`src/rtl/core/subbox_address_generator_assert.svh`:
```
// Assertion macros for the sub-box address generator.
// Used by sag_datapath and sag_controller; no other dependencies.
`ifndef SUBBOX_ADDRESS_GENERATOR_ASSERT_SVH
`define SUBBOX_ADDRESS_GENERATOR_ASSERT_SVH

// Property checked at every clock edge outside reset.
`define SAG_ASSERT(label, clk, rst_n, prop, msg) \
  label: assert property (@(posedge clk) disable iff (!rst_n) (prop)) else $error(msg);

// Consequence must hold in the cycle after the antecedent.
`define SAG_ASSERT_NEXT(label, clk, rst_n, ante, cons, msg) \
  label: assert property (@(posedge clk) disable iff (!rst_n) (ante) |=> (cons)) \
    else $error(msg);

`endif

```
`src/rtl/core/sag_pkg.sv`:
```
// Shared types and constants of the sub-box address generator.
// No dependencies; used by every module of the block.
`default_nettype none

package sag_pkg;

  localparam int LIN_W       = 48;  // linear index and packed bound width
  localparam int DIMS_W      = 3;   // dims_in_use register width
  localparam int CMD_W       = 2;
  localparam int DIM_W       = 2;
  localparam int OUT_COORD_W = 12;  // coordinate result field width
  localparam int NUM_OUT     = 4;   // coordinate result fields
  localparam int CFG_IDX_W   = 3;
  localparam int CFG_DATA_W  = 48;

  typedef enum logic [CMD_W-1:0] {
    CMD_START = 2'd0,
    CMD_NEXT  = 2'd1,
    CMD_INC   = 2'd2,
    CMD_DEC   = 2'd3
  } cmd_e;

  typedef enum logic [CFG_IDX_W-1:0] {
    CFG_DIMS_IN_USE = 3'd0,
    CFG_OUTER_LOWER = 3'd1,
    CFG_OUTER_UPPER = 3'd2,
    CFG_SUB_LOWER   = 3'd3,
    CFG_SUB_UPPER   = 3'd4
  } cfg_idx_e;

  // Datapath operations issued by the controller.
  typedef enum logic [3:0] {
    DP_NOP        = 4'd0,
    DP_START_INIT = 4'd1,
    DP_START_TERM = 4'd2,
    DP_START_ACC  = 4'd3,
    DP_START_RUN  = 4'd4,
    DP_NEXT_FIRST = 4'd5,
    DP_NEXT_CHK   = 4'd6,
    DP_NEXT_SUB   = 4'd7,
    DP_INC        = 4'd8,
    DP_DEC        = 4'd9
  } dp_op_e;

  typedef struct packed {
    logic n_zero;    // no active dimension
    logic carry;     // selected dimension wraps on the next step
    logic idx_zero;  // walk index sits on the outermost dimension
  } dp_stat_t;

  typedef logic [NUM_OUT-1:0][OUT_COORD_W-1:0] coord_out_t;

endpackage

`default_nettype wire

```
`src/rtl/core/sag_datapath.sv`:
```
// Datapath of the sub-box address generator: coordinates, strides, offset,
// shared multiplier. Depends on sag_pkg and the assertion macro header.
`default_nettype none
`include "subbox_address_generator_assert.svh"

module sag_datapath #(
  parameter int MAX_DIMS   = 4,
  parameter int COORD_BITS = 12
) (
  input  wire logic                           clk_i,
  input  wire logic                           rst_ni,
  input  wire sag_pkg::dp_op_e                op_i,
  input  wire logic [sag_pkg::DIM_W-1:0]      dim_i,
  input  wire logic [sag_pkg::DIMS_W-1:0]     dims_in_use_i,
  input  wire logic [sag_pkg::LIN_W-1:0]      outer_lower_i,
  input  wire logic [sag_pkg::LIN_W-1:0]      outer_upper_i,
  input  wire logic [sag_pkg::LIN_W-1:0]      sub_lower_i,
  input  wire logic [sag_pkg::LIN_W-1:0]      sub_upper_i,
  output sag_pkg::dp_stat_t                   stat_o,
  output logic                                exists_o,
  output logic [sag_pkg::LIN_W-1:0]           flat_addr_o,
  output sag_pkg::coord_out_t                 coord_o
);

  localparam int LW = sag_pkg::LIN_W;
  localparam int IW = (MAX_DIMS > 1) ? $clog2(MAX_DIMS) : 1;
  localparam int CW = $clog2(MAX_DIMS + 1);
  localparam int DW = COORD_BITS + 1;   // signed bound difference
  localparam int PW = LW + DW - 1;

  function automatic logic [COORD_BITS-1:0] fld(input logic [LW-1:0] p, input int d);
    logic [63:0] w;
    w = 64'(p) >> ((MAX_DIMS - 1 - d) * COORD_BITS);
    return w[COORD_BITS-1:0];
  endfunction

  logic [COORD_BITS-1:0] olo_f [MAX_DIMS];
  logic [COORD_BITS-1:0] ohi_f [MAX_DIMS];
  logic [COORD_BITS-1:0] slo_f [MAX_DIMS];
  logic [COORD_BITS-1:0] shi_f [MAX_DIMS];

  always_comb begin
    for (int d = 0; d < MAX_DIMS; d++) begin
      olo_f[d] = fld(outer_lower_i, d);
      ohi_f[d] = fld(outer_upper_i, d);
      slo_f[d] = fld(sub_lower_i, d);
      shi_f[d] = fld(sub_upper_i, d);
    end
  end

  logic [MAX_DIMS-1:0][COORD_BITS-1:0] coord_q, coord_d;
  logic [MAX_DIMS-1:0][LW-1:0]         stride_q, stride_d;
  logic [LW-1:0]                       offset_q, offset_d;
  logic                                valid_q, valid_d;
  logic [LW-1:0]                       run_q, run_d;
  logic [LW-1:0]                       prod_q, prod_d;
  logic [IW-1:0]                       idx_q, idx_d;

  logic [CW-1:0]         act_n, act_m1;
  logic [IW-1:0]         last_idx, sel;
  logic                  n_zero, dim_ok, carry;
  logic [COORD_BITS-1:0] cur_coord, cur_olo, cur_ohi, cur_slo, cur_shi, coord_inc;
  logic [LW-1:0]         cur_stride;
  logic [DW-1:0]         mul_a;
  logic [LW-1:0]         mul_b, mul_res;
  logic [PW-1:0]         mul_full;

  // Clamp the dimension count to what the hardware holds.
  assign act_n    = (dims_in_use_i > (sag_pkg::DIMS_W)'(MAX_DIMS)) ? CW'(MAX_DIMS)
                                                                   : dims_in_use_i[CW-1:0];
  assign act_m1   = act_n - CW'(1);
  assign last_idx = act_m1[IW-1:0];
  assign n_zero   = (act_n == '0);
  assign dim_ok   = ((sag_pkg::DIMS_W)'(dim_i) < (sag_pkg::DIMS_W)'(act_n));

  always_comb begin
    case (op_i)
      sag_pkg::DP_INC, sag_pkg::DP_DEC: sel = dim_i[IW-1:0];
      sag_pkg::DP_NEXT_FIRST:           sel = last_idx;
      default:                          sel = idx_q;
    endcase
  end

  assign cur_coord  = coord_q[sel];
  assign cur_stride = stride_q[sel];
  assign cur_olo    = olo_f[sel];
  assign cur_ohi    = ohi_f[sel];
  assign cur_slo    = slo_f[sel];
  assign cur_shi    = shi_f[sel];
  assign coord_inc  = cur_coord + COORD_BITS'(1);
  assign carry      = (coord_inc == cur_shi);

  // Shared multiplier: signed bound difference times a 48-bit stride, mod 2^48.
  always_comb begin
    case (op_i)
      sag_pkg::DP_START_TERM: begin
        mul_a = {1'b0, cur_slo} - {1'b0, cur_olo};
        mul_b = run_q;
      end
      sag_pkg::DP_START_ACC: begin
        mul_a = {1'b0, cur_ohi} - {1'b0, cur_olo};
        mul_b = run_q;
      end
      default: begin
        mul_a = {1'b0, cur_shi} - {1'b0, cur_slo} - DW'(1);
        mul_b = cur_stride;
      end
    endcase
  end

  assign mul_full = PW'(mul_a[DW-2:0]) * PW'(mul_b);
  assign mul_res  = mul_full[LW-1:0] - (mul_a[DW-1] ? (mul_b << (DW - 1)) : '0);

  always_comb begin
    coord_d  = coord_q;
    stride_d = stride_q;
    offset_d = offset_q;
    valid_d  = valid_q;
    run_d    = run_q;
    prod_d   = prod_q;
    idx_d    = idx_q;
    case (op_i)
      sag_pkg::DP_START_INIT: begin
        coord_d  = '0;
        stride_d = '0;
        offset_d = '0;
        valid_d  = !n_zero;
        run_d    = LW'(1);
        idx_d    = last_idx;
      end
      sag_pkg::DP_START_TERM: begin
        coord_d[sel]  = cur_slo;
        stride_d[sel] = run_q;
        prod_d        = mul_res;
      end
      sag_pkg::DP_START_ACC: begin
        offset_d = offset_q + prod_q;
        prod_d   = mul_res;
      end
      sag_pkg::DP_START_RUN: begin
        run_d = prod_q;
        if (idx_q != '0) begin
          idx_d = idx_q - IW'(1);
        end
      end
      sag_pkg::DP_NEXT_FIRST, sag_pkg::DP_NEXT_CHK: begin
        if (op_i == sag_pkg::DP_NEXT_FIRST) begin
          idx_d = last_idx;
        end
        if ((op_i == sag_pkg::DP_NEXT_FIRST) && n_zero) begin
          valid_d = 1'b0;
        end else if (carry) begin
          coord_d[sel] = cur_slo;
          prod_d       = mul_res;
        end else begin
          coord_d[sel] = coord_inc;
          offset_d     = offset_q + cur_stride;
        end
      end
      sag_pkg::DP_NEXT_SUB: begin
        offset_d = offset_q - prod_q;
        if (idx_q == '0) begin
          valid_d = 1'b0;
        end else begin
          idx_d = idx_q - IW'(1);
        end
      end
      sag_pkg::DP_INC: begin
        if (dim_ok) begin
          coord_d[sel] = coord_inc;
          offset_d     = offset_q + cur_stride;
        end
      end
      sag_pkg::DP_DEC: begin
        if (dim_ok) begin
          coord_d[sel] = cur_coord - COORD_BITS'(1);
          offset_d     = offset_q - cur_stride;
        end
      end
      default: ;
    endcase
  end

  always_ff @(posedge clk_i or negedge rst_ni) begin
    if (!rst_ni) begin
      coord_q  <= '0;
      stride_q <= '0;
      offset_q <= '0;
      valid_q  <= 1'b0;
    end else begin
      coord_q  <= coord_d;
      stride_q <= stride_d;
      offset_q <= offset_d;
      valid_q  <= valid_d;
    end
  end

  always_ff @(posedge clk_i) begin
    run_q  <= run_d;
    prod_q <= prod_d;
    idx_q  <= idx_d;
  end

  assign stat_o.n_zero   = n_zero;
  assign stat_o.carry    = carry;
  assign stat_o.idx_zero = (idx_q == '0);

  assign exists_o    = valid_q;
  assign flat_addr_o = offset_q;

  for (genvar g = 0; g < sag_pkg::NUM_OUT; g++) begin : g_coord_out
    if (g < MAX_DIMS) begin : g_live
      assign coord_o[g] = (sag_pkg::OUT_COORD_W)'(coord_q[g]);
    end else begin : g_zero
      assign coord_o[g] = '0;
    end
  end

  `SAG_ASSERT_NEXT(a_outer_wrap_clears, clk_i, rst_ni,
                   (op_i == sag_pkg::DP_NEXT_SUB) && (idx_q == '0), !valid_q,
                   "outer carry left point valid")
  `SAG_ASSERT(a_valid_from_start, clk_i, rst_ni,
              $rose(valid_q) |-> $past(op_i == sag_pkg::DP_START_INIT),
              "point became valid without start")

endmodule

`default_nettype wire

```
`src/rtl/core/sag_controller.sv`:
```
// Controller state machine of the sub-box address generator.
// Depends on sag_pkg and the assertion macro header.
`default_nettype none
`include "subbox_address_generator_assert.svh"

module sag_controller (
  input  wire logic                      clk_i,
  input  wire logic                      rst_ni,
  input  wire logic                      start_i,
  input  wire logic [sag_pkg::CMD_W-1:0] cmd_i,
  input  wire sag_pkg::dp_stat_t         stat_i,
  output sag_pkg::dp_op_e                op_o,
  output logic                           busy_o,
  output logic                           done_o
);

  typedef enum logic [5:0] {
    S_IDLE    = 6'b000001,
    S_ST_TERM = 6'b000010,
    S_ST_ACC  = 6'b000100,
    S_ST_RUN  = 6'b001000,
    S_NX_CHK  = 6'b010000,
    S_NX_SUB  = 6'b100000
  } ctrl_state_e;

  ctrl_state_e state_q, state_d;
  logic        done_q, done_d;

  always_comb begin
    state_d = state_q;
    done_d  = 1'b0;
    op_o    = sag_pkg::DP_NOP;
    case (state_q)
      S_IDLE: begin
        if (start_i) begin
          case (cmd_i)
            sag_pkg::CMD_START: begin
              op_o = sag_pkg::DP_START_INIT;
              if (stat_i.n_zero) begin
                done_d = 1'b1;
              end else begin
                state_d = S_ST_TERM;
              end
            end
            sag_pkg::CMD_NEXT: begin
              op_o = sag_pkg::DP_NEXT_FIRST;
              if (stat_i.n_zero || !stat_i.carry) begin
                done_d = 1'b1;
              end else begin
                state_d = S_NX_SUB;
              end
            end
            sag_pkg::CMD_INC: begin
              op_o   = sag_pkg::DP_INC;
              done_d = 1'b1;
            end
            sag_pkg::CMD_DEC: begin
              op_o   = sag_pkg::DP_DEC;
              done_d = 1'b1;
            end
            default: ;
          endcase
        end
      end
      S_ST_TERM: begin
        op_o    = sag_pkg::DP_START_TERM;
        state_d = S_ST_ACC;
      end
      S_ST_ACC: begin
        op_o    = sag_pkg::DP_START_ACC;
        state_d = S_ST_RUN;
      end
      S_ST_RUN: begin
        op_o = sag_pkg::DP_START_RUN;
        if (stat_i.idx_zero) begin
          done_d  = 1'b1;
          state_d = S_IDLE;
        end else begin
          state_d = S_ST_TERM;
        end
      end
      S_NX_CHK: begin
        op_o = sag_pkg::DP_NEXT_CHK;
        if (stat_i.carry) begin
          state_d = S_NX_SUB;
        end else begin
          done_d  = 1'b1;
          state_d = S_IDLE;
        end
      end
      S_NX_SUB: begin
        op_o = sag_pkg::DP_NEXT_SUB;
        if (stat_i.idx_zero) begin
          done_d  = 1'b1;
          state_d = S_IDLE;
        end else begin
          state_d = S_NX_CHK;
        end
      end
      default: begin
        state_d = S_IDLE;
      end
    endcase
  end

  always_ff @(posedge clk_i or negedge rst_ni) begin
    if (!rst_ni) begin
      state_q <= S_IDLE;
      done_q  <= 1'b0;
    end else begin
      state_q <= state_d;
      done_q  <= done_d;
    end
  end

  assign busy_o = (state_q != S_IDLE);
  assign done_o = done_q;

  `SAG_ASSERT(a_done_when_idle, clk_i, rst_ni, done_q |-> (state_q == S_IDLE), "result strobe outside idle")
  `SAG_ASSERT_NEXT(a_move_one_cycle, clk_i, rst_ni, start_i && !busy_o && ((cmd_i == sag_pkg::CMD_INC) || (cmd_i == sag_pkg::CMD_DEC)), done_q, "move did not finish in one cycle")

endmodule

`default_nettype wire

```
`src/rtl/core/subbox_address_generator.sv`:
```
// Top level of the sub-box address generator: configuration registers,
// controller and datapath. Depends on sag_pkg, sag_controller, sag_datapath.
//
//  channel   | ports                                   | handshake
//  ----------+-----------------------------------------+-------------------------
//  command   | cmd_i, dim_i                            | start high, busy low
//  result    | exists_o, flat_addr_o, coord0..3_o      | done_o, one cycle, no stall
//  config    | cfg_idx_i, cfg_wdata_i                  | cfg_we_i, no wait
//
// Increment and decrement finish straight from idle. Next advances the innermost
// active dimension; each wrap passes through the subtract and check states to the
// next outer one, until one advances or all wrap and the walk ends. Start visits
// each active dimension, innermost first, through the term, accumulate and run
// states. This sequencing is set by the single shared multiplier, whose product
// is registered before it enters the offset adder, and by visiting one dimension
// per step. A new command may be accepted in the strobe cycle.
// Reset clears configuration, coordinates, strides, offset and the valid
// flag; busy is low right after reset. The receiver cannot hold off a beat.
`default_nettype none

module subbox_address_generator #(
  parameter int MAX_DIMS   = 4,
  parameter int COORD_BITS = 12
) (
  input  wire logic                                clk_i,
  input  wire logic                                rst_ni,
  // command beat
  input  wire logic                                start,
  output logic                                     busy,
  input  wire logic [sag_pkg::CMD_W-1:0]           cmd_i,
  input  wire logic [sag_pkg::DIM_W-1:0]           dim_i,
  // result beat
  output logic                                     done_o,
  output logic                                     exists_o,
  output logic [sag_pkg::LIN_W-1:0]                flat_addr_o,
  output logic [sag_pkg::OUT_COORD_W-1:0]          coord0_o,
  output logic [sag_pkg::OUT_COORD_W-1:0]          coord1_o,
  output logic [sag_pkg::OUT_COORD_W-1:0]          coord2_o,
  output logic [sag_pkg::OUT_COORD_W-1:0]          coord3_o,
  // configuration writes
  input  wire logic                                cfg_we_i,
  input  wire logic [sag_pkg::CFG_IDX_W-1:0]       cfg_idx_i,
  input  wire logic [sag_pkg::CFG_DATA_W-1:0]      cfg_wdata_i
);

  logic [sag_pkg::DIMS_W-1:0] dims_q;
  logic [sag_pkg::LIN_W-1:0]  outer_lower_q, outer_upper_q, sub_lower_q, sub_upper_q;

  // Register file: drop writes to indexes past the last register.
  always_ff @(posedge clk_i or negedge rst_ni) begin
    if (!rst_ni) begin
      dims_q        <= '0;
      outer_lower_q <= '0;
      outer_upper_q <= '0;
      sub_lower_q   <= '0;
      sub_upper_q   <= '0;
    end else if (cfg_we_i) begin
      case (cfg_idx_i)
        sag_pkg::CFG_DIMS_IN_USE: dims_q        <= cfg_wdata_i[sag_pkg::DIMS_W-1:0];
        sag_pkg::CFG_OUTER_LOWER: outer_lower_q <= cfg_wdata_i[sag_pkg::LIN_W-1:0];
        sag_pkg::CFG_OUTER_UPPER: outer_upper_q <= cfg_wdata_i[sag_pkg::LIN_W-1:0];
        sag_pkg::CFG_SUB_LOWER:   sub_lower_q   <= cfg_wdata_i[sag_pkg::LIN_W-1:0];
        sag_pkg::CFG_SUB_UPPER:   sub_upper_q   <= cfg_wdata_i[sag_pkg::LIN_W-1:0];
        default: ;
      endcase
    end
  end

  sag_pkg::dp_op_e     dp_op;
  sag_pkg::dp_stat_t   dp_stat;
  sag_pkg::coord_out_t coord_out;

  // Sequence start and next over the dimensions, innermost first.
  sag_controller u_ctrl (
    .clk_i   (clk_i),
    .rst_ni  (rst_ni),
    .start_i (start),
    .cmd_i   (cmd_i),
    .stat_i  (dp_stat),
    .op_o    (dp_op),
    .busy_o  (busy),
    .done_o  (done_o)
  );

  // Hold the walk state; results are read straight from its registers.
  sag_datapath #(
    .MAX_DIMS   (MAX_DIMS),
    .COORD_BITS (COORD_BITS)
  ) u_dp (
    .clk_i          (clk_i),
    .rst_ni         (rst_ni),
    .op_i           (dp_op),
    .dim_i          (dim_i),
    .dims_in_use_i  (dims_q),
    .outer_lower_i  (outer_lower_q),
    .outer_upper_i  (outer_upper_q),
    .sub_lower_i    (sub_lower_q),
    .sub_upper_i    (sub_upper_q),
    .stat_o         (dp_stat),
    .exists_o       (exists_o),
    .flat_addr_o    (flat_addr_o),
    .coord_o        (coord_out)
  );

  assign coord0_o = coord_out[0];
  assign coord1_o = coord_out[1];
  assign coord2_o = coord_out[2];
  assign coord3_o = coord_out[3];

endmodule

`default_nettype wire
```
`config.mk`:
```
export PLATFORM = sky130hd
export DESIGN_NAME = subbox_address_generator
export DESIGN_NICKNAME = d
export VERILOG_FILES = /design/src/rtl/core/sag_pkg.sv /design/src/rtl/core/sag_datapath.sv /design/src/rtl/core/sag_controller.sv /design/src/rtl/core/subbox_address_generator.sv
export VERILOG_INCLUDE_DIRS = /design/src /design/src/rtl/core
export SDC_FILE = /design/constraint.sdc
export NUM_CORES = 2
export LEC_CHECK = 0
export ABC_AREA = 1
export BUFFER_PORTS_ARGS = -buffer_cell sky130_fd_sc_hd__buf_2
export CAP_MARGIN = 20
export CORE_AREA = 8 8 270 403
export DETAILED_ROUTE_END_ITERATION = 12
export DIE_AREA = 0 0 278 411
export PLACE_DENSITY = 0.66
export SYNTH_ARGS = -nofsm -noshare
export SYNTH_HDL_FRONTEND = slang
export SYNTH_SLANG_ARGS = --single-unit
```
`constraint.sdc`:
```
create_clock -name clk_i -period 11.1 [get_ports clk_i]
set_input_delay 0.555 -clock clk_i [delete_from_list [all_inputs] [get_ports clk_i]]
set_output_delay 0.555 -clock clk_i [all_outputs]
set_load 0.05 [all_outputs]
```
==> impl_metrics.ini <==
[clocking]
numClockSinks = 589
cts_max_path_buffers = 3
cts_made_buffers = 66
cts_tree = done
clk_latency_ns = 0.67
path_clk_slew_ns = 0.06
htreeDepth = 3
cts_root_buffer = clkbuf_16
cts_setup_buffers = 0
cts-hold-fix-buffers = 0
cts-resized-gates = 0

[worst_setup_path]
r2r_slack_ns = 0.76
slowest_delay_ns = 0.52
required_ns = 11.48
crit_path_max_fanout = 66
reg2reg_from = u_ctrl.state_q[3]
endpoint_kind = flip-flop
startpoint_type = flip-flop
worstSetupPathType = flip-flop to flip-flop
path_common_cell = nand2_1
cp.arrival_ns = 10.73
rr_endpoint = u_dp.prod_q[44]
r2r_cells = 48
critPathLaunch = u_ctrl.state_q[3]
slowest_stage = fa_1

[synth]
synth-seq-cells = 589
synthCells = 6693
synth_common_cells = nand2_1 (1598), inv_1 (1080), o21ai_0 (620)
synth_area_leaders = dfrtp_1 (24%), fa_1 (17%), nand2_1 (12%)
synth_edf_count = 98
syn_area_per_cell_um2 = 7.63
synth_most_common_cell = nand2_1
synth.top_cell.area_share_pct = 24.0
synth.net_count = 7334
synth.distinct_cells = 68
ys_seq_area_share_pct = 29.8
ys_warn_count = 0
synth-async-reset-ratio_pct = 83.4
synth-main-ff-cell = dfrtp_1
synth_area_mm2 = 0.0510
yosys.area.top_type = dfrtp_1

[placed_design]
place_congestion = 1.02
dpl.hpwl_um = 143000
portBuffers = 157
dp_slack_ns = 0.383

[grt]
grt_pass1_vias = 48000
grtUsageMet3_pct = 4.52
grt.met2_usage_pct = 55.6
grt_max_degree = 155
grt_usage_pct = 32.8
grt_use_met1_pct = 36.6
grt_overflow = 0
antenna_found_initial = 5
grt_pass1_wl_um = 289000
grt.busiest_layer = met2

[sta]
fin_setup_tns_ns = 0
rsz0062_at_grt = no
worstMarginPinSlew_ns = 1.20
holdWs_ns = -0.0114
final.period_utilization_pct = 93.2
drv_slew = 0
finClkSkew_ns = 0.0449
clock.fmax_mhz = 96.7
final.setup.worst_slack_ns = 0.759
hold_violations = 5
setup_viol = 0
maxSlewHeadroom_pct = 19.4
period_minus_slack_ns = 10.34

[layout]
layout-drive-gt1-share_pct = 7.81
fillers = 10100
syn_to_final_growth_pct = 9.13
layout.nets = 7417

[flow_run]
cap_violations = 0

[drt]
dr.pass1.iters = 8
drc = 0
via_per_inst = 5.83
vias = 47500
routed_wl_um = 189000
drt_iter0_drc = 4823
route.detailed.wl_per_inst_um = 23.1
route.antenna.remaining_nets = 0

[floorplan]
fp.dieW_um = 278
start_util_pct = 49.5
die_area_mm2 = 0.114
rows = 145
chipHeight_um = 411
coreArea_mm2 = 0.103
pin_count = 158

[status]
violations = negative hold slack
status = complete, but fails checks

[worst_hold_path]
hp-class = input port to async pin
layer usage:
| layer | up-vias | wire length (um) |
|---|---|---|
| li1 | 21600 | - |
| met1 | 23100 | 66300 |
| met2 | 2168 | 91100 |
| met3 | 597 | 12200 |
| met4 | 2 | 19100 |
| met5 | - | 16 |
final cells by class:
class	instances	area, um^2	share of cell area (%)
multi-input combinational	4685	30400	54.6
sequential	589	15200	27.3
inverter	1126	4230	7.60
timing repair buffer	308	1960	3.52
clock buffer	92	1830	3.29
tap	1323	1660	2.97
clock inverter	27	373	0.669
antenna	4	10.0	0.0180
layout by cell type (no fill, tap or decap), drive strengths merged, types with 26 or more instances in the layout:
cell    Yosys  layout
nor2      527     527
o22ai     224     224
nand4      55      55
nand2    1608    1608
a21oi     220     220
ha        139     139
o221ai     50      50
clkbuf    212      92
buf        81     308
or2        26      26
xor2       88      88
inv      1090    1094
edfxtp     98      98
fa        443     443
nand3     373     373
nor3       49      49
xnor2      36      36
a31oi      33      33
o21ai     659     659
clkinv     36      49
dfrtp     490     490
critical path: cells and delay by family (launching register included):
kind                     cells  cell delay, ns
AO/OA/AOI/OAI               11            2.09
XOR/XNOR                     1            0.09
adder cells (fa/ha/maj)      7            3.15
buffers and inverters       10            1.74
flip-flops                   1            0.38
AND/OR/NAND/NOR             19            2.57
registers in the layout, indices dropped and copies added, names as in the netlist, 6 cells and up:
signal / count
u_dp.flat_addr_o: 48
outer_upper_q: 48
u_ctrl.state_q: 6
sub_upper_q: 48
u_dp.prod_q: 48
u_dp.stride_q: 192
outer_lower_q: 48
sub_lower_q: 48
u_dp.coord_o: 48
u_dp.run_q: 48
worst max-delay path by stage:
stage / to
2_1_floorplan: u_dp.prod_q[44]
3_3_place_gp: u_dp.prod_q[42]
3_5_place_dp: u_dp.prod_q[44]
4_1_cts: u_dp.prod_q[44]
5_1_grt: u_dp.prod_q[44]
6_report: u_dp.prod_q[44]
stage by stage:
stage	std cells	hold WS, ns	util (%)	area (um^2)
CTS	8150	0.0764	54.0	55700
global placement	8031	0.462	51.9	53500
finish	8154	-0.0114	54.1	55700
detailed placement	8031	0.474	51.9	53500
floorplan	6693	0.259	-	51000
global route	8152	0.0951	54.0	55700
cells by family (layout without fill, tap and decap cells):
family | after synthesis | in the layout | synth area share [%]
AO/OA/AOI/OAI | 1304 | 1304 | 14.6
buffers and inverters | 1419 | 1553 | 10.9
flip-flops | 589 | 589 | 29.8
XOR/XNOR | 124 | 124 | 2.13
AND/OR/NAND/NOR | 2675 | 2675 | 21.7
other | 0 | 4 | 0
adder cells (fa/ha/maj) | 582 | 582 | 20.8
Power is left out: the tool's default activity adds up to more than one toggle a clock period on the data nets, which glitch-free logic cannot reach.
